[config.mk]
export PLATFORM = sky130hd
export DESIGN_NAME = message_frame_decoder_flat
export DESIGN_NICKNAME = d
export VERILOG_FILES = /design/src/sv/mfd_pkg.sv /design/src/sv/mfd_byte_if.sv /design/src/sv/mfd_item_if.sv /design/src/sv/mfd_cfg_if.sv /design/src/sv/message_frame_decoder.sv /design/src/sv/mfd_front.sv /design/src/sv/mfd_queue.sv /design/src/sv/mfd_back.sv /design/src/flat_wrapper.sv
export VERILOG_INCLUDE_DIRS = /design/src /design/src/sv
export SDC_FILE = /design/constraint.sdc
export NUM_CORES = 1
export LEC_CHECK = 0
export ABC_CLOCK_PERIOD_IN_PS = 16600
export BUFFER_PORTS_ARGS = -buffer_cell sky130_fd_sc_hd__buf_2
export CAP_MARGIN = 10
export CORE_MARGIN = 2
export CORE_UTILIZATION = 45
export CTS_CLUSTER_DIAMETER = 200
export DETAILED_ROUTE_END_ITERATION = 8
export MAX_ROUTING_LAYER = met4
export SLEW_MARGIN = 10
export SYNTH_ARGS = -nofsm -noshare
export SYNTH_HDL_FRONTEND = slang
export SYNTH_SLANG_ARGS = --single-unit
export TNS_END_PERCENT = 20
[constraint.sdc]
create_clock -name clk -period 16.6 [get_ports clk]
set_input_delay 2.49 -clock clk [delete_from_list [all_inputs] [get_ports clk]]
set_output_delay 2.49 -clock clk [all_outputs]
set_load 0.02 [all_outputs]
[src/sv/message_frame_decoder_defines.svh]
// Assertion macros for the message frame decoder.
// Each macro samples on clk and is disabled while arst_n is low.
`ifndef MESSAGE_FRAME_DECODER_DEFINES_SVH
`define MESSAGE_FRAME_DECODER_DEFINES_SVH

// Consequent checked in the same cycle as the antecedent
`define MFD_ASSERT_NOW(label, ante, cons, msg) \
	label: assert property (@(posedge clk) disable iff (!arst_n) (ante) |-> (cons)) \
		else $error(msg);

// Consequent checked in the cycle after the antecedent
`define MFD_ASSERT_NEXT(label, ante, cons, msg) \
	label: assert property (@(posedge clk) disable iff (!arst_n) (ante) |=> (cons)) \
		else $error(msg);

`endif

[src/sv/mfd_pkg.sv]
package mfd_pkg;

	// Frame layout and limits
	localparam int unsigned HEADER_BYTES = 20;
	localparam logic [31:0] FIELD_LIMIT  = 32'd64;
	localparam logic [31:0] BODY_LIMIT   = 32'd1048576;
	localparam int unsigned POS_W        = 22;
	localparam logic [POS_W-1:0] POS_MAX = '1;
	localparam int unsigned QUEUE_DEPTH  = 4;

	// Parse phases
	localparam logic [2:0] PH_HEADER = 3'd0;
	localparam logic [2:0] PH_WIDE   = 3'd1;
	localparam logic [2:0] PH_NARROW = 3'd2;
	localparam logic [2:0] PH_BODY   = 3'd3;
	localparam logic [2:0] PH_DONE   = 3'd4;

	// Header word slots
	localparam logic [2:0] HW_VERSION = 3'd0;
	localparam logic [2:0] HW_TYPE    = 3'd1;
	localparam logic [2:0] HW_WIDE    = 3'd2;
	localparam logic [2:0] HW_NARROW  = 3'd3;

	// Result kinds
	localparam logic [2:0] KIND_TYPE   = 3'd0;
	localparam logic [2:0] KIND_WIDE   = 3'd1;
	localparam logic [2:0] KIND_NARROW = 3'd2;
	localparam logic [2:0] KIND_BODY   = 3'd3;
	localparam logic [2:0] KIND_STATUS = 3'd4;

	// Status codes
	localparam logic [2:0] ST_OK       = 3'd0;
	localparam logic [2:0] ST_TRUNC    = 3'd1;
	localparam logic [2:0] ST_VERSION  = 3'd2;
	localparam logic [2:0] ST_TYPE     = 3'd3;
	localparam logic [2:0] ST_OVERSIZE = 3'd4;
	localparam logic [2:0] ST_TRAILING = 3'd5;

	// Configuration register map
	localparam int unsigned CFG_INDEX_W = 3;
	localparam logic [CFG_INDEX_W-1:0] REG_EXPECTED_VERSION  = 3'd0;
	localparam logic [CFG_INDEX_W-1:0] REG_MAX_MESSAGE_TYPE  = 3'd1;
	localparam logic [CFG_INDEX_W-1:0] REG_MAX_WIDE_FIELDS   = 3'd2;
	localparam logic [CFG_INDEX_W-1:0] REG_MAX_NARROW_FIELDS = 3'd3;
	localparam logic [CFG_INDEX_W-1:0] REG_MAX_BODY_BYTES    = 3'd4;

	typedef struct packed {
		logic [31:0] expected_version;
		logic [31:0] max_message_type;
		logic [6:0]  max_wide_fields;
		logic [6:0]  max_narrow_fields;
		logic [20:0] max_body_bytes;
	} cfg_t;

	localparam cfg_t CFG_RESET = '{
		expected_version:  32'd1,
		max_message_type:  32'd15,
		max_wide_fields:   7'd64,
		max_narrow_fields: 7'd64,
		max_body_bytes:    21'd1048576
	};

	// One queue entry: at most one data item, then optionally the closing status
	typedef struct packed {
		logic        has_item;
		logic [2:0]  kind;
		logic [19:0] index;
		logic [63:0] value;
		logic        has_status;
		logic [2:0]  status;
	} entry_t;

	typedef struct packed {
		logic full;
		logic empty;
	} q_status_t;

	typedef struct packed {
		logic [2:0]  item_kind;
		logic [19:0] item_index;
		logic [63:0] item_value;
		logic [2:0]  status_code;
		logic        is_final;
	} result_t;

	// Next section with a nonzero length after phase ph
	function automatic logic [2:0] after_phase(input logic [2:0] ph, input logic [6:0] wide,
			input logic [6:0] narrow, input logic [20:0] body);
		logic [2:0] nxt;
		nxt = PH_DONE;
		if (ph < PH_BODY && body != '0)
			nxt = PH_BODY;
		if (ph < PH_NARROW && narrow != '0)
			nxt = PH_NARROW;
		if (ph < PH_WIDE && wide != '0)
			nxt = PH_WIDE;
		return nxt;
	endfunction

endpackage

[src/sv/mfd_byte_if.sv]
interface mfd_byte_if;
	logic       valid;
	logic       ready;
	logic [7:0] data_byte;
	logic       end_of_payload;

	modport source(output valid, output data_byte, output end_of_payload, input ready);
	modport sink(input valid, input data_byte, input end_of_payload, output ready);
endinterface

[src/sv/mfd_item_if.sv]
interface mfd_item_if;
	logic        valid;
	logic        ready;
	logic [2:0]  item_kind;
	logic [19:0] item_index;
	logic [63:0] item_value;
	logic [2:0]  status_code;
	logic        is_final;

	modport source(output valid, output item_kind, output item_index, output item_value,
		output status_code, output is_final, input ready);
	modport sink(input valid, input item_kind, input item_index, input item_value,
		input status_code, input is_final, output ready);
endinterface

[src/sv/mfd_cfg_if.sv]
interface mfd_cfg_if;
	logic                            valid;
	logic                            ready;
	logic [mfd_pkg::CFG_INDEX_W-1:0] reg_index;
	logic [31:0]                     write_data;

	modport source(output valid, output reg_index, output write_data, input ready);
	modport sink(input valid, input reg_index, input write_data, output ready);
endinterface

[src/sv/message_frame_decoder.sv]
// Streaming decoder for little-endian framed messages.
// bytes: one payload byte per request, end_of_payload set on the last byte.
// items: decoded type, wide fields, narrow fields and body bytes as they
//   complete, then one status request (is_final = 1) closing each payload.
//   The consumer drops the data requests of a payload whose status is not ok.
// cfg: register writes (index, data); ready is always high. Write only while
//   the decoder is idle. Unknown indexes are ignored.
// Throughput: one byte per cycle while the queue is not full. A byte that
//   completes a data item and also ends the payload yields two requests;
//   the output side sends them in turn, absorbed by the four-entry queue
//   between parser and output. A byte is written into the queue at its
//   accepting edge; the output register loads it when it reaches the head of
//   the queue and the output is free, and its first request is valid from then on.
// A stalled consumer fills the queue; bytes.ready drops when it is full.
// Reset: registers return to their defaults, parser state, queue and output
//   register are cleared; no clearing pass is needed.
`include "message_frame_decoder_defines.svh"

module message_frame_decoder #(
	parameter logic [31:0] FIELD_LIMIT = mfd_pkg::FIELD_LIMIT,
	parameter logic [31:0] BODY_LIMIT  = mfd_pkg::BODY_LIMIT
) (
	input  logic       clk,
	input  logic       arst_n,
	mfd_cfg_if.sink    cfg,
	mfd_byte_if.sink   bytes,
	mfd_item_if.source items
);

	mfd_pkg::cfg_t      cfg_q;
	mfd_pkg::q_status_t q_status;
	mfd_pkg::entry_t    q_entry;
	mfd_pkg::entry_t    rd_entry;
	logic               q_push;
	logic               q_pop;
	logic               last_take;
	logic               status_out;
	logic               pop_pair;
	logic               item_out;

	assign cfg.ready = 1'b1;

	// Configuration registers
	always_ff @(posedge clk or negedge arst_n) begin
		if (!arst_n) begin
			cfg_q <= mfd_pkg::CFG_RESET;
		end else if (cfg.valid) begin
			case (cfg.reg_index)
				mfd_pkg::REG_EXPECTED_VERSION:  cfg_q.expected_version  <= cfg.write_data;
				mfd_pkg::REG_MAX_MESSAGE_TYPE:  cfg_q.max_message_type  <= cfg.write_data;
				mfd_pkg::REG_MAX_WIDE_FIELDS:   cfg_q.max_wide_fields   <= cfg.write_data[6:0];
				mfd_pkg::REG_MAX_NARROW_FIELDS: cfg_q.max_narrow_fields <= cfg.write_data[6:0];
				mfd_pkg::REG_MAX_BODY_BYTES:    cfg_q.max_body_bytes    <= cfg.write_data[20:0];
				default: ;
			endcase
		end
	end

	mfd_front #(
		.FIELD_LIMIT (FIELD_LIMIT),
		.BODY_LIMIT  (BODY_LIMIT)
	) u_front (
		.clk      (clk),
		.arst_n   (arst_n),
		.bytes    (bytes),
		.cfg      (cfg_q),
		.q_status (q_status),
		.q_push   (q_push),
		.q_entry  (q_entry)
	);

	mfd_queue u_queue (
		.clk      (clk),
		.arst_n   (arst_n),
		.push     (q_push),
		.wr_entry (q_entry),
		.pop      (q_pop),
		.rd_entry (rd_entry),
		.status   (q_status)
	);

	mfd_back u_back (
		.clk      (clk),
		.arst_n   (arst_n),
		.q_status (q_status),
		.rd_entry (rd_entry),
		.pop      (q_pop),
		.items    (items)
	);

	// Checks
	assign last_take  = bytes.valid && bytes.ready && bytes.end_of_payload;
	assign status_out = items.valid && items.item_kind == mfd_pkg::KIND_STATUS;
	assign pop_pair   = q_pop && rd_entry.has_item && rd_entry.has_status;
	assign item_out   = items.valid && !items.is_final;

	`MFD_ASSERT_NOW(a_no_overflow, q_push, !q_status.full, "queue push while full")
	`MFD_ASSERT_NOW(a_last_byte_status, last_take, q_push && q_entry.has_status, "no status queued")
	`MFD_ASSERT_NOW(a_status_is_final, status_out, items.is_final, "status without final mark")
	`MFD_ASSERT_NEXT(a_item_before_status, pop_pair, item_out, "data item not ahead of status")

endmodule

[src/sv/mfd_front.sv]
// Front end: takes one byte per cycle while the queue is not full, runs the frame
// parser and pushes at most one queue entry per byte.
module mfd_front #(
	parameter logic [31:0] FIELD_LIMIT = mfd_pkg::FIELD_LIMIT,
	parameter logic [31:0] BODY_LIMIT  = mfd_pkg::BODY_LIMIT
) (
	input  logic             clk,
	input  logic             arst_n,
	mfd_byte_if.sink         bytes,
	input  mfd_pkg::cfg_t    cfg,
	input  mfd_pkg::q_status_t q_status,
	output logic             q_push,
	output mfd_pkg::entry_t  q_entry
);

	localparam logic [2:0] WIDE_ALIGN = 3'(mfd_pkg::HEADER_BYTES % 8);

	logic [2:0]                 phase_q, phase_n;
	logic [mfd_pkg::POS_W-1:0]  pos_q, pos_n;
	logic [63:0]                acc_q, acc_n;
	logic [20:0]                sec_q, sec_n;
	logic [6:0]                 wide_cnt_q, wide_cnt_n;
	logic [6:0]                 narrow_cnt_q, narrow_cnt_n;
	logic [20:0]                body_len_q, body_len_n;
	logic [2:0]                 err_q, err_n;

	logic        accept;
	logic        last;
	logic [2:0]  k;
	logic [63:0] acc_base;
	logic [31:0] w;
	logic [20:0] sec_inc;
	logic [31:0] eff_wide, eff_narrow, eff_body;
	logic        has_item;
	logic [2:0]  item_kind;
	logic [19:0] item_index;
	logic [63:0] item_value;
	logic [2:0]  status;

	assign bytes.ready = !q_status.full;
	assign accept      = bytes.valid && bytes.ready;
	assign last        = bytes.end_of_payload;

	// Count limits clipped to the built-in maxima
	always_comb begin
		eff_wide   = (32'(cfg.max_wide_fields) > FIELD_LIMIT) ?
			FIELD_LIMIT : 32'(cfg.max_wide_fields);
		eff_narrow = (32'(cfg.max_narrow_fields) > FIELD_LIMIT) ?
			FIELD_LIMIT : 32'(cfg.max_narrow_fields);
		eff_body   = (32'(cfg.max_body_bytes) > BODY_LIMIT) ?
			BODY_LIMIT : 32'(cfg.max_body_bytes);
	end

	// Byte lane inside the current word
	always_comb begin
		if (phase_q == mfd_pkg::PH_WIDE)
			k = pos_q[2:0] - WIDE_ALIGN;
		else
			k = {1'b0, pos_q[1:0]};
		acc_base = (k == 3'd0) ? '0 : acc_q;
		acc_n    = acc_base | (64'(bytes.data_byte) << {k, 3'b000});
		w        = acc_n[31:0];
		sec_inc  = sec_q + 21'd1;
	end

	// Parser next state
	always_comb begin
		phase_n      = phase_q;
		sec_n        = sec_q;
		wide_cnt_n   = wide_cnt_q;
		narrow_cnt_n = narrow_cnt_q;
		body_len_n   = body_len_q;
		err_n        = err_q;
		has_item     = 1'b0;
		item_kind    = mfd_pkg::KIND_TYPE;
		item_index   = '0;
		item_value   = '0;
		status       = mfd_pkg::ST_OK;

		if (err_q == mfd_pkg::ST_OK) begin
			case (phase_q)
				mfd_pkg::PH_HEADER: begin
					if (k == 3'd3) begin
						case (pos_q[4:2])
							mfd_pkg::HW_VERSION: begin
								if (w != cfg.expected_version)
									err_n = mfd_pkg::ST_VERSION;
							end
							mfd_pkg::HW_TYPE: begin
								if (w == '0 || w > cfg.max_message_type) begin
									err_n = mfd_pkg::ST_TYPE;
								end else begin
									has_item   = 1'b1;
									item_kind  = mfd_pkg::KIND_TYPE;
									item_value = 64'(w);
								end
							end
							mfd_pkg::HW_WIDE: begin
								if (w > eff_wide)
									err_n = mfd_pkg::ST_OVERSIZE;
								else
									wide_cnt_n = w[6:0];
							end
							mfd_pkg::HW_NARROW: begin
								if (w > eff_narrow)
									err_n = mfd_pkg::ST_OVERSIZE;
								else
									narrow_cnt_n = w[6:0];
							end
							default: begin
								// body length word closes the header
								if (w > eff_body) begin
									err_n = mfd_pkg::ST_OVERSIZE;
								end else begin
									body_len_n = w[20:0];
									sec_n      = '0;
									phase_n    = mfd_pkg::after_phase(mfd_pkg::PH_HEADER,
										wide_cnt_q, narrow_cnt_q, w[20:0]);
								end
							end
						endcase
					end
				end
				mfd_pkg::PH_WIDE, mfd_pkg::PH_NARROW: begin
					if ((phase_q == mfd_pkg::PH_WIDE && k == 3'd7) ||
							(phase_q == mfd_pkg::PH_NARROW && k == 3'd3)) begin
						has_item   = 1'b1;
						item_kind  = (phase_q == mfd_pkg::PH_WIDE) ?
							mfd_pkg::KIND_WIDE : mfd_pkg::KIND_NARROW;
						item_index = sec_q[19:0];
						item_value = acc_n;
						sec_n      = sec_inc;
						if (sec_inc >= 21'((phase_q == mfd_pkg::PH_WIDE) ?
								wide_cnt_q : narrow_cnt_q)) begin
							sec_n   = '0;
							phase_n = mfd_pkg::after_phase(phase_q, wide_cnt_q,
								narrow_cnt_q, body_len_q);
						end
					end
				end
				mfd_pkg::PH_BODY: begin
					has_item   = 1'b1;
					item_kind  = mfd_pkg::KIND_BODY;
					item_index = sec_q[19:0];
					item_value = 64'(bytes.data_byte);
					sec_n      = sec_inc;
					if (sec_inc >= body_len_q) begin
						sec_n   = '0;
						phase_n = mfd_pkg::PH_DONE;
					end
				end
				default: begin
					// any byte after the last section
					err_n = mfd_pkg::ST_TRAILING;
				end
			endcase
		end

		pos_n = (pos_q != mfd_pkg::POS_MAX) ? pos_q + 1'b1 : pos_q;

		// Closing status; short payloads win over everything else
		if (pos_n < mfd_pkg::POS_W'(mfd_pkg::HEADER_BYTES))
			status = mfd_pkg::ST_TRUNC;
		else if (err_n != mfd_pkg::ST_OK)
			status = err_n;
		else if (phase_n != mfd_pkg::PH_DONE)
			status = mfd_pkg::ST_TRUNC;
		else
			status = mfd_pkg::ST_OK;
	end

	// Queue entry
	assign q_push = accept && (has_item || last);
	always_comb begin
		q_entry.has_item   = has_item;
		q_entry.kind       = item_kind;
		q_entry.index      = item_index;
		q_entry.value      = item_value;
		q_entry.has_status = last;
		q_entry.status     = status;
	end

	// Parser state; everything returns to reset at the end of a payload
	always_ff @(posedge clk or negedge arst_n) begin
		if (!arst_n) begin
			phase_q      <= mfd_pkg::PH_HEADER;
			pos_q        <= '0;
			acc_q        <= '0;
			sec_q        <= '0;
			wide_cnt_q   <= '0;
			narrow_cnt_q <= '0;
			body_len_q   <= '0;
			err_q        <= mfd_pkg::ST_OK;
		end else if (accept) begin
			if (last) begin
				phase_q      <= mfd_pkg::PH_HEADER;
				pos_q        <= '0;
				acc_q        <= '0;
				sec_q        <= '0;
				wide_cnt_q   <= '0;
				narrow_cnt_q <= '0;
				body_len_q   <= '0;
				err_q        <= mfd_pkg::ST_OK;
			end else begin
				phase_q      <= phase_n;
				pos_q        <= pos_n;
				acc_q        <= (err_q == mfd_pkg::ST_OK) ? acc_n : acc_q;
				sec_q        <= sec_n;
				wide_cnt_q   <= wide_cnt_n;
				narrow_cnt_q <= narrow_cnt_n;
				body_len_q   <= body_len_n;
				err_q        <= err_n;
			end
		end
	end

endmodule

[src/sv/mfd_queue.sv]
// Small FIFO that decouples the parser from the output side.
module mfd_queue (
	input  logic               clk,
	input  logic               arst_n,
	input  logic               push,
	input  mfd_pkg::entry_t    wr_entry,
	input  logic               pop,
	output mfd_pkg::entry_t    rd_entry,
	output mfd_pkg::q_status_t status
);

	localparam int unsigned DEPTH = mfd_pkg::QUEUE_DEPTH;
	localparam int unsigned PTR_W = (DEPTH > 1) ? $clog2(DEPTH) : 1;
	localparam int unsigned CNT_W = $clog2(DEPTH + 1);

	mfd_pkg::entry_t  mem_q [DEPTH];
	logic [PTR_W-1:0] wr_ptr_q, rd_ptr_q;
	logic [CNT_W-1:0] count_q;

	function automatic logic [PTR_W-1:0] ptr_inc(input logic [PTR_W-1:0] p);
		return (p == PTR_W'(DEPTH - 1)) ? '0 : p + 1'b1;
	endfunction

	assign rd_entry     = mem_q[rd_ptr_q];
	assign status.full  = (count_q == CNT_W'(DEPTH));
	assign status.empty = (count_q == '0);

	// Storage
	always_ff @(posedge clk) begin
		if (push)
			mem_q[wr_ptr_q] <= wr_entry;
	end

	// Pointers and fill count
	always_ff @(posedge clk or negedge arst_n) begin
		if (!arst_n) begin
			wr_ptr_q <= '0;
			rd_ptr_q <= '0;
			count_q  <= '0;
		end else begin
			if (push)
				wr_ptr_q <= ptr_inc(wr_ptr_q);
			if (pop)
				rd_ptr_q <= ptr_inc(rd_ptr_q);
			if (push && !pop)
				count_q <= count_q + 1'b1;
			else if (pop && !push)
				count_q <= count_q - 1'b1;
		end
	end

endmodule

[src/sv/mfd_back.sv]
// Back end: pops queue entries and serializes each into one or two requests
// through an output register.
module mfd_back (
	input  logic               clk,
	input  logic               arst_n,
	input  mfd_pkg::q_status_t q_status,
	input  mfd_pkg::entry_t    rd_entry,
	output logic               pop,
	mfd_item_if.source         items
);

	logic             out_valid_q;
	mfd_pkg::result_t res_q;
	logic             pend_q;
	logic [2:0]       pend_status_q;
	logic             load_ok;
	mfd_pkg::result_t item_res, status_res, pend_res;

	assign load_ok = !out_valid_q || items.ready;
	assign pop     = load_ok && !pend_q && !q_status.empty;

	// Candidate requests
	always_comb begin
		item_res.item_kind   = rd_entry.kind;
		item_res.item_index  = rd_entry.index;
		item_res.item_value  = rd_entry.value;
		item_res.status_code = mfd_pkg::ST_OK;
		item_res.is_final    = 1'b0;

		status_res.item_kind   = mfd_pkg::KIND_STATUS;
		status_res.item_index  = '0;
		status_res.item_value  = '0;
		status_res.status_code = rd_entry.status;
		status_res.is_final    = 1'b1;

		pend_res             = status_res;
		pend_res.status_code = pend_status_q;
	end

	// Control
	always_ff @(posedge clk or negedge arst_n) begin
		if (!arst_n) begin
			out_valid_q <= 1'b0;
			pend_q      <= 1'b0;
		end else if (load_ok) begin
			if (pend_q) begin
				out_valid_q <= 1'b1;
				pend_q      <= 1'b0;
			end else if (!q_status.empty) begin
				out_valid_q <= 1'b1;
				pend_q      <= rd_entry.has_item && rd_entry.has_status;
			end else begin
				out_valid_q <= 1'b0;
			end
		end
	end

	// Payload
	always_ff @(posedge clk) begin
		if (load_ok) begin
			if (pend_q) begin
				res_q <= pend_res;
			end else if (!q_status.empty) begin
				res_q         <= rd_entry.has_item ? item_res : status_res;
				pend_status_q <= rd_entry.status;
			end
		end
	end

	assign items.valid       = out_valid_q;
	assign items.item_kind   = res_q.item_kind;
	assign items.item_index  = res_q.item_index;
	assign items.item_value  = res_q.item_value;
	assign items.status_code = res_q.status_code;
	assign items.is_final    = res_q.is_final;

endmodule

[src/flat_wrapper.sv]
// flat-port wrapper written by rule: the top's interface ports become plain ports
module message_frame_decoder_flat 
#(
	parameter logic [31:0] FIELD_LIMIT = mfd_pkg::FIELD_LIMIT,
	parameter logic [31:0] BODY_LIMIT  = mfd_pkg::BODY_LIMIT
)
  (clk, arst_n, cfg_valid, cfg_reg_index, cfg_write_data, cfg_ready, bytes_valid, bytes_data_byte, bytes_end_of_payload, bytes_ready, items_valid, items_item_kind, items_item_index, items_item_value, items_status_code, items_is_final, items_ready);
  mfd_cfg_if cfg_i ();
  mfd_byte_if bytes_i ();
  mfd_item_if items_i ();
  input  logic clk;
  input  logic arst_n;
  input wire logic [$bits(cfg_i.valid)-1:0] cfg_valid;
  input wire logic [$bits(cfg_i.reg_index)-1:0] cfg_reg_index;
  input wire logic [$bits(cfg_i.write_data)-1:0] cfg_write_data;
  output wire logic [$bits(cfg_i.ready)-1:0] cfg_ready;
  input wire logic [$bits(bytes_i.valid)-1:0] bytes_valid;
  input wire logic [$bits(bytes_i.data_byte)-1:0] bytes_data_byte;
  input wire logic [$bits(bytes_i.end_of_payload)-1:0] bytes_end_of_payload;
  output wire logic [$bits(bytes_i.ready)-1:0] bytes_ready;
  output wire logic [$bits(items_i.valid)-1:0] items_valid;
  output wire logic [$bits(items_i.item_kind)-1:0] items_item_kind;
  output wire logic [$bits(items_i.item_index)-1:0] items_item_index;
  output wire logic [$bits(items_i.item_value)-1:0] items_item_value;
  output wire logic [$bits(items_i.status_code)-1:0] items_status_code;
  output wire logic [$bits(items_i.is_final)-1:0] items_is_final;
  input wire logic [$bits(items_i.ready)-1:0] items_ready;
  assign cfg_i.valid = cfg_valid;
  assign cfg_i.reg_index = cfg_reg_index;
  assign cfg_i.write_data = cfg_write_data;
  assign cfg_ready = cfg_i.ready;
  assign bytes_i.valid = bytes_valid;
  assign bytes_i.data_byte = bytes_data_byte;
  assign bytes_i.end_of_payload = bytes_end_of_payload;
  assign bytes_ready = bytes_i.ready;
  assign items_valid = items_i.valid;
  assign items_item_kind = items_i.item_kind;
  assign items_item_index = items_i.item_index;
  assign items_item_value = items_i.item_value;
  assign items_status_code = items_i.status_code;
  assign items_is_final = items_i.is_final;
  assign items_i.ready = items_ready;
  message_frame_decoder #(.FIELD_LIMIT(FIELD_LIMIT), .BODY_LIMIT(BODY_LIMIT)) u_core (.clk(clk), .arst_n(arst_n), .cfg(cfg_i), .bytes(bytes_i), .items(items_i));
endmodule
After elaboration in Yosys (flattened, before gate mapping)

Memory sizes are Yosys's and may differ from the RTL's.
Cells that the tools add are included.

Flip-flop bits (word level): 350
Bits in writable memories: 364
Input port bits: 49
Output and inout port bits: 94
Word-level logic and storage cells: 229
Memories: 1

Memory list:

| name                 | depth | width | rd ports | clocked after Yosys merged registers in | write ports | line            | text |
|---|---|---|---|---|---|---|---|
| u_core.u_queue.mem_q | 4     | 91    | 1        | 0                                       | 1           | mfd_queue.sv:16 | `mfd_pkg::entry_t mem_q [DEPTH];` |

$add $sub $neg: 7
Order comparisons: 13
Equality and inequality tests: 27
Shift operators: 1
Multiplexer cells: 97
Bitwise operators: 3
Reduce and logical (&&, ||, !) cells: 56

Operator list:

| cell                                                 | count |
|---|---|
| 2-to-1 mux 64 bit                                    | 5 |
| 2-to-1 mux 21 bit                                    | 15 |
| one-hot mux 64 bit (3 select lines)                  | 1 |
| 2-to-1 mux 91 bit                                    | 2 |
| 2-to-1 mux 7 bit                                     | 15 |
| 2-to-1 mux 32 bit                                    | 3 |
| 2-to-1 mux 3 bit                                     | 27 |
| > comparator 32 x 7 -> 1 bit                         | 2 |
| OR 64 bit                                            | 1 |
| << shifter 8 x 6 -> 64 bit                           | 1 |
| one-hot mux 21 bit (3 select lines)                  | 1 |
| 2-to-1 mux 22 bit                                    | 2 |
| nonzero test 21 bit                                  | 2 |
| 2-to-1 mux 20 bit                                    | 2 |
| one-hot mux 20 bit (2 select lines)                  | 1 |
| > comparator 32 x 21 -> 1 bit                        | 1 |
| > comparator 32 bit                                  | 1 |
| zero test 32 bit                                     | 1 |
| inequality test 32 bit                               | 1 |
| adder 22 x 1 -> 22 bit (second input constant)       | 1 |
| < comparator 22 x 5 -> 1 bit (second input constant) | 1 |
| inequality test 22 bit (second input constant)       | 1 |
| adder 21 x 1 -> 21 bit (second input constant)       | 1 |
| equality test 3 x 2 -> 1 bit (second input constant) | 7 |
| other kinds (40)                                     | 109 |

Longest topological paths before layout

Gate-level depths: netlist (run 1).

Word-level depth: 18
Gate-level depth with buffers: 23
Gate-level depth less buffers: 20

Cells and area by module

A second synthesis (run 1) with hierarchy kept.

Cells, all modules: 2429
Area total of the unflattened synthesis: 32920.3 sq um

By module, submodules not included:

| module                | instances | cells an instance | area an instance (sq um) | seq. area each (sq um) |
|---|---|---|---|---|
| mfd_queue             | 1         | 518               | 13748.2                  | 11225.8 |
| mfd_front             | 1         | 1485              | 11825.1                  | 3703.6 |
| message_frame_decoder | 1         | 215               | 3766.1                   | 2487.4 |
| mfd_back              | 1         | 211               | 3580.9                   | 2872.8 |

Worst setup path after synthesis (run 1)

No wires, ideal clock.

Kind: input to register
Start: in bytes_data_byte[6]
End: mem u_core.u_queue.mem_q[0][0] in the netlist's numbering, enable pin
Library setup time: 0.460 ns
Arrival time: 7.630 ns
Data required time: 16.140 ns
Slack: 8.511 ns
Cell stages on the path: 12
Path buffers: 1
Cell sequence: clkbuf_1 a22oi_1 inv_1 ha_1 and4_1 a221o_1 a2111o_1 nor4_1 o21ai_1 or4_4 a31oi_2 and2_1

Cells in the longest elaborated chain, start to end: 13
Elaborated cells on any way between the ends: 14
Those cells by class: 1 x order compare; 1 x shift; 7 x mux; 1 x bitwise; 4 x reduce/logical

RTL lines:

| item                                                           | line                        | text |
|---|---|---|
| from (decl)                                                    | flat_wrapper.sv:18          | `input wire logic [$bits(bytes_i.data_byte)-1:0] bytes_data_byte;` |
| << shifter 8 x 6 -> 64 bit *                                   | mfd_front.sv:61             | `acc_n = acc_base \| (64'(bytes.data_byte) << {k, 3'b000});` |
| OR 64 bit *                                                    | mfd_front.sv:61             |  |
| > comparator 32 bit / zero test 32 bit (equally long branches) | mfd_front.sv:90             | `if (w == '0 \|\| w > cfg.max_message_type) begin` |
| logical OR 1 bit *                                             | mfd_front.sv:90             |  |
| 2-to-1 mux 1 bit *                                             | mfd_front.sv:90             |  |
| 2-to-1 mux 1 bit *                                             | mfd_front.sv:84             | `case (pos_q[4:2])` |
| 2-to-1 mux 1 bit *                                             | mfd_front.sv:83             | `if (k == 3'd3) begin` |
| one-hot mux 1 bit (3 select lines) *                           | mfd_front.sv:81             | `case (phase_q)` |
| 2-to-1 mux 1 bit *                                             | mfd_front.sv:80             | `if (err_q == mfd_pkg::ST_OK) begin` |
| logical OR 1 bit *                                             | mfd_front.sv:173            | `assign q_push = accept && (has_item \|\| last);` |
| logical AND 1 bit *                                            | mfd_front.sv:173            |  |
| net u_core.q_push                                              | message_frame_decoder.sv:34 | `logic q_push;` |
| 2-to-1 mux 1 bit *                                             | mfd_queue.sv:30             | `if (push)` |
| 2-to-1 mux 1 bit (not written as such) *                       | mfd_queue.sv:31             | `mem_q[wr_ptr_q] <= wr_entry;` |
| to (decl)                                                      | mfd_queue.sv:16             |  |

Mark *: on every way through the listed nets, which the timed path passes. The rest lies on a longest branch.

Worst setup path in the final report (run 1)

Start: in bytes_data_byte[5]
End: mem u_core.u_queue.mem_q[1][70] in the netlist's numbering, enable pin

The elaborated chain is that of the path after synthesis.

==> impl_metrics.toml, run 1 <==
[run_status]
status = "finished, final reports clean"

[floorplan]
fp.dieW_um = 272
rows = 98
fp.dieH_um = 272
pin_count = 143
die_area_mm2 = 0.0738
start_util_pct = 45.2
core_mm2 = 0.0712

[grt]
grt_use_total_pct = 22.2
antenna_found_initial = 10
grt_pass1_wl_um = 122000
grt_max_degree = 150
grt_busiest_layer = "met2"
gr-total-overflow = 0
grt_pass1_vias = 20100
use_met2_pct = 33.2
grt.met1_usage_pct = 31.0
use_met3_pct = 3.89

[sta]
finClkSkew_ns = 0.0201
finalSetupTns_ns = 0
hold_viol_final = 0
whs_ns = 0.490
setup_viol = 0
max_slew_margin_pct = 14.1
slew_viol_final = 0
finalWorstSetupSlack_ns = 9.02
fin_crit_ns = 7.58
max_freq_mhz = 132
rsz0062_at_grt = "no"
period_share_pct = 45.6
tightestPinTransition_ns = 1.28

[power_and_ir_drop]
powerDensity_mw_per_mm2 = 168
fin_total_pwr_mw = 6.14
ir_worst_vdd_mv = 0.0883
leakage_nw = 13.9

[yosys]
syn_nets = 2597
synth.top_cell.area_share_pct = 42.6
synthFlopType = "edfxtp_1"
synthDistinctLibCells = 88
synthTopCellsByArea = "edfxtp_1 43%, dfrtp_1 19%, mux4_2 6.3%"
synthMostInstantiatedCell = "edfxtp_1"
netlist_area_mm2 = 0.0322
syn_inst = 2448
synth_seq_area_share_pct = 62.5
syn_avg_cell_area_um2 = 13.2
synthTopCellsByCount = "457 x edfxtp_1, 248 x dfrtp_1, 223 x nand2_1, 158 x nor2_1, 130 x o21ai_0"
synth_edf_count = 457
ys_ff_latch = 713
async_reset_ff_share_pct = 35.9
synth.largest_area_cell = "edfxtp_1"
yosysWarnings = 0

[place]
gp_congestion = 0.898
placed_cell_area_mm2 = 0.0338
dpl.cell_count = 3431
port_buffers = 141
dpl.hpwl_um = 54400
pre_cts_slack_ns = 8.32

[clocking]
path_clk_slew_ns = 0.06
clk_latency_ns = 0.63
hold_buffers = 0
cts-root-buf = "clkbuf_16"
cts-htree-levels = 3
post_cts_resized = 0
cts_setup_buffers = 0
clock-sinks = 713
cts_tree = "done"
cts_made_buffers = 76
cts_max_path_buffers = 3

[final_layout]
area_delta_synth_final_pct = 13.4
final_area_mm2 = 0.0365
stdcell_count = 3581
final_core_util_pct = 51.3
nets = 2708
drive_gt1_share_pct = 18.7

[routing]
first_pass_iters = 6
ant_nets = 0
drtIter0Drc = 1757
viasPerCell = 5.66
drt-total-wl_um = 79000
drcViolationCount = 0
detailroute.via_count = 20300
wl_per_cell_um = 22.1

[worst_setup_path]
critPathLaunchType = "primary input"
critPathMaxFanout = 55
required_ns = 16.84
endpoint_kind = "flop"
path_class = "primary input to flop"
critPathArrivalTime_ns = 7.82

[run]
cap_violations = 0

[worst_hold_path]
worstHoldPathType = "flop to flop"
area by class of cell:
| type | instances | area (um^2) |
|---|---|---|
| fillers | 6030 | 34700 |
| flip-flops and latches | 713 | 20100 |
| multi-input cells | 1501 | 11200 |
| clock buffers | 100 | 2080 |
| well taps | 950 | 1190 |
| repair buffers | 162 | 886 |
| clock inverters | 42 | 581 |
| inverters | 105 | 394 |
| diodes | 8 | 20.0 |
final timing paths:
kind | from | to | slack, ns | cells after the start
worst max-delay path | bytes_data_byte[5] | u_core.u_queue.mem_q[1][70] | 9.02 | 13
worst min-delay path | u_core.u_front.acc_q[21] | u_core.u_front.acc_q[21] | 0.49 | 2
worst max register to register | u_core.u_front.phase_q[2] | u_core.u_queue.mem_q[1][70] | 9.26 | 16
worst min register to register | u_core.u_front.acc_q[21] | u_core.u_front.acc_q[21] | 0.49 | 2
max in group asynchronous | arst_n | u_core.u_queue.rd_ptr_q[0] | 13.19 | 2
min in group asynchronous | arst_n | u_core.cfg_q[16] | 1.92 | 1
where the power goes:
group          internal, mW  switching, mW
registers              2.29          0.219
logic                 0.728           1.12
clock network          1.07          0.720
total                  4.08           2.06
placed cells by master, fill, tap and decap left out, drive strengths merged, types with 9 or more instances in the layout:
cell,synthesis,routed
nand3,36,36
mux4,90,90
nand2b,13,13
mux2i,15,15
o31ai,35,35
and3,19,19
clkinv,0,21
mux2,77,77
nor2,158,158
and4,10,10
nand4,39,39
and2,31,31
o21ai,137,137
buf,23,162
bufinv,0,11
nor3,37,37
a21oi,112,112
xnor2,31,31
a31oi,9,9
a22o,20,20
inv,105,110
ha,99,99
a22oi,29,29
dfrtp,248,248
nand2,223,223
a21o,12,12
clkbuf,106,100
a211oi,9,9
edfxtp,457,457
xor2,32,32
nor2b,95,95
nor4,30,30
per-layer routing:
metal	wire length, um	part of all wire [%]
met4	2140	2.7
met2	36300	46
met3	4890	6.2
met5	0	0
met1	35600	45
registers in the layout, indices dropped and copies added (netlist names), 2 cells and up:
name / cells
u_core.u_back.items.item_kind: 3
u_core.u_front.phase_q: 3
u_core.u_back.items.item_index: 20
u_core.cfg_q: 99
u_core.u_back.items.item_value: 64
u_core.u_front.acc_q: 64
u_core.u_front.narrow_cnt_q: 7
u_core.u_queue.wr_ptr_q: 2
u_core.u_front.err_q: 3
u_core.u_back.items.status_code: 3
u_core.u_queue.count_q: 3
u_core.u_back.pend_status_q: 3
u_core.u_front.sec_q: 21
u_core.u_front.wide_cnt_q: 7
u_core.u_front.body_len_q: 21
u_core.u_front.pos_q: 22
u_core.u_queue.rd_ptr_q: 2
u_core.u_queue.mem_q: 364
cell families (layout without fill, tap and decap cells):
kind of cell,count (synthesis),after routing,synth area share (%)
mux,182,182,9.45
flops,713,713,62.5
compound gates,426,426,8.34
buf+inv,234,409,2.83
other cells,1,9,0.0116
fa+ha+maj,102,102,3.97
xor+xnor,63,63,1.71
simple gates,727,727,11.2
worst max-delay path: stages:
cell	delay, ns
buf_2	0.23
a22oi_1	0.53
inv_1	0.11
ha_1	0.31
and4_1	0.19
nor4bb_1	0.70
nand3_1	0.24
nor4_1	0.32
o21ai_1	0.19
or4_4	0.58
a31oi_2	0.43
and2_4	0.62
buf_4	0.76
Power figures use the tool's default switching activity.
==> inputs of run 2 (changes only) <==
Settings changed: ABC_CLOCK_PERIOD_IN_PS 16600 to 7000.
Clock period 16.6 ns to 7 ns, I/O delays scaled along.
==> run 2 against run 1 <==
Cell area is 0.26% higher. Sequential share of layout area is 0.15 points lower. Via count is 0.47% higher. Global-route usage is 0.096 points higher. Hold slack worse by 0.010 ns. Wire length hardly changed. Final cell count is 0.70% higher. Clock skew is 0.0076 ns higher. Die area stayed put. Count of clock-buffer cells in the layout is 3 lower. Combinational power is 140% higher. First-iteration DRC count is 4.4% higher. Critical endpoint is now u_core.u_queue.mem_q[3][84]. Largest cell class unchanged. Highest routed layer unchanged.
==> impl_metrics.toml, run 2 (same netlist as run 1, synthesis figures left out) <==
[grt]
grt_use_total_pct = 22.3
grt_pass1_vias = 20500
antenna_found_initial = 1
grt_max_degree = 104
gr-total-overflow = 0
grt_pass1_wl_um = 123000

[worst_setup_path]
crit_slowest_cell = "nand2_1"
critPathLaunchType = "flop"
path_cells = "or4b_1, nand2_1, a22oi_1, inv_1, ha_1, and4_1, a221o_1, a2111o_1, nor4_1, o21ai_1, or4_4, a31oi_2, and2_4, buf_4"
critPathArrivalTime_ns = 6.74
endpoint_kind = "flop"
required_ns = 7.27
cpPeakStageDelay_ns = 0.67
critPathMaxFanout = 26
path_class = "flop to flop"

[sta]
max_slew_margin_pct = 20.6
whs_ns = 0.480
max_freq_mhz = 155
rsz0062_at_grt = "no"
finClkSkew_ns = 0.0277
period_share_pct = 92.4
setup_viol = 0
hold_viol_final = 0
slew_viol_final = 0
fin_crit_ns = 6.47
tightestPinTransition_ns = 1.18

[final_layout]
layout_commonest_cell = "edfxtp_1"
nets = 2737
final_core_util_pct = 51.4
drive_gt1_share_pct = 19.2
largest_registers = "u_core.u_queue.mem_q: 364 flops, u_core.cfg_q: 99 flops"
area_delta_synth_final_pct = 13.7
final_area_mm2 = 0.0366
regMostFlops = "u_core.u_queue.mem_q"
final_cell_mix = "457 x edfxtp_1, 246 x dfrtp_1, 223 x nand2_1"
largest_reg_flops = 364

[place]
gp_congestion = 0.898
dpl.hpwl_um = 54100
port_buffers = 141
placed_cell_area_mm2 = 0.0341

[clocking]
cts-htree-levels = 3
cts_setup_buffers = 0
hold_buffers = 0
cts_max_path_buffers = 3
clk_latency_ns = 0.63
path_clk_slew_ns = 0.06
cts_made_buffers = 77
post_cts_resized = 0
cts-root-buf = "clkbuf_16"
cts_tree = "done"
clock-sinks = 713

[routing]
first_pass_iters = 6
wl_per_cell_um = 21.9
ant_nets = 0
drt-total-wl_um = 79000
drcViolationCount = 0
drtIter0Drc = 1834
detailroute.via_count = 20400
viasPerCell = 5.65

[power_and_ir_drop]
clock_power_share_pct = 27.7
swShare_pct = 33.9
p_comb_share_pct = 31.3
power_frac_seq_pct = 41.0
p_sw_mw = 4.91
powerDensity_mw_per_mm2 = 396
leakage_nw = 14.0
p_int_mw = 9.58
fin_total_pwr_mw = 14.5
ir_worst_vdd_mv = 0.226

[worst_hold_path]
worstHoldPathType = "primary input to asynchronous set/reset pin"

[run_status]
status = "finished, final reports clean"

[run]
cap_violations = 0

[floorplan]
pin_count = 143
core_mm2 = 0.0712
die_area_mm2 = 0.0738
fp.dieW_um = 272
start_util_pct = 45.2
fp.dieH_um = 272
rows = 98
-- run 2: cell types whose count changed in the layout (fill, tap and decap cells not counted), sizes merged --
| cell | change |
|---|---|
| inv | -2 |
| clkinvlp | -3 |
| bufinv | -4 |
| clkbuf | -3 |
| buf | +28 |
| clkinv | +11 |
| diode | -2 |
-- run 2: cell type report --
| type | count | area, um^2 |
|---|---|---|
| antenna | 6 | 15.0 |
| clock buffer | 97 | 2050 |
| clock inverter | 44 | 454 |
| fill | 6090 | 34600 |
| inverter | 105 | 394 |
| multi-input combinational | 1501 | 11200 |
| sequential | 713 | 20100 |
| tap | 950 | 1190 |
| timing repair buffer | 190 | 1150 |
-- run 2: worst paths after layout --
check	from	end	slack, ns	depth (start not counted)
max in group asynchronous	arst_n	u_core.u_queue.rd_ptr_q[0]	4.93	2
min reg2reg	u_core.u_front.body_len_q[16]	u_core.u_front.body_len_q[16]	0.49	2
min in group clk	u_core.u_front.body_len_q[16]	u_core.u_front.body_len_q[16]	0.49	2
max reg2reg	u_core.u_front.pos_q[2]	u_core.u_queue.mem_q[3][84]	0.53	14
max	u_core.u_front.pos_q[2]	u_core.u_queue.mem_q[3][84]	0.53	14
min	arst_n	u_core.cfg_q[80]	0.48	1
-- run 2: power groups by stage --
| stage | combinational (mW) | sequential, mW | clock [mW] |
|---|---|---|---|
| after floorplan | 2.86 | 6.14 | 0 |
| after global placement | 4.49 | 6.01 | 0 |
| after detailed placement | 4.55 | 6.04 | 0 |
| after CTS | 4.57 | 5.96 | 4.10 |
| after global routing | 4.97 | 6.04 | 4.27 |
| final | 4.53 | 5.94 | 4.02 |
-- run 2: critical path: cells and delay by family, from the launching register on --
family	cells	cell delay [ns]
and+or+nand+nor	6	2.92
AOI/OAI and AO/OA	5	1.83
buffers and inverters	2	0.55
DFF	1	0.53
adders and majority gates	1	0.25
-- run 2: per-stage QoR --
step / cells / setup TNS [ns] / setup WS [ns]
after CTS: 3599 / 0 / 0.461
after detailed placement: 3458 / 0 / 0.508
after global routing: 3600 / 0 / 0.196
after global placement: 3458 / 0 / 0.627
final: 3606 / 0 / 0.530
after floorplan: 2448 / -30.78 / -0.113
-- run 2: routing by layer --
| layer | part of all wire (%) | up-vias | track usage, % |
|---|---|---|---|
| met2 | 46 | 613 | 33.9 |
| li1 | - | 9389 | - |
| met3 | 6.1 | 149 | 4.00 |
| met4 | 2.7 | 0 | 6.78 |
| met1 | 45 | 10200 | 30.8 |
| met5 | 0 | - | - |
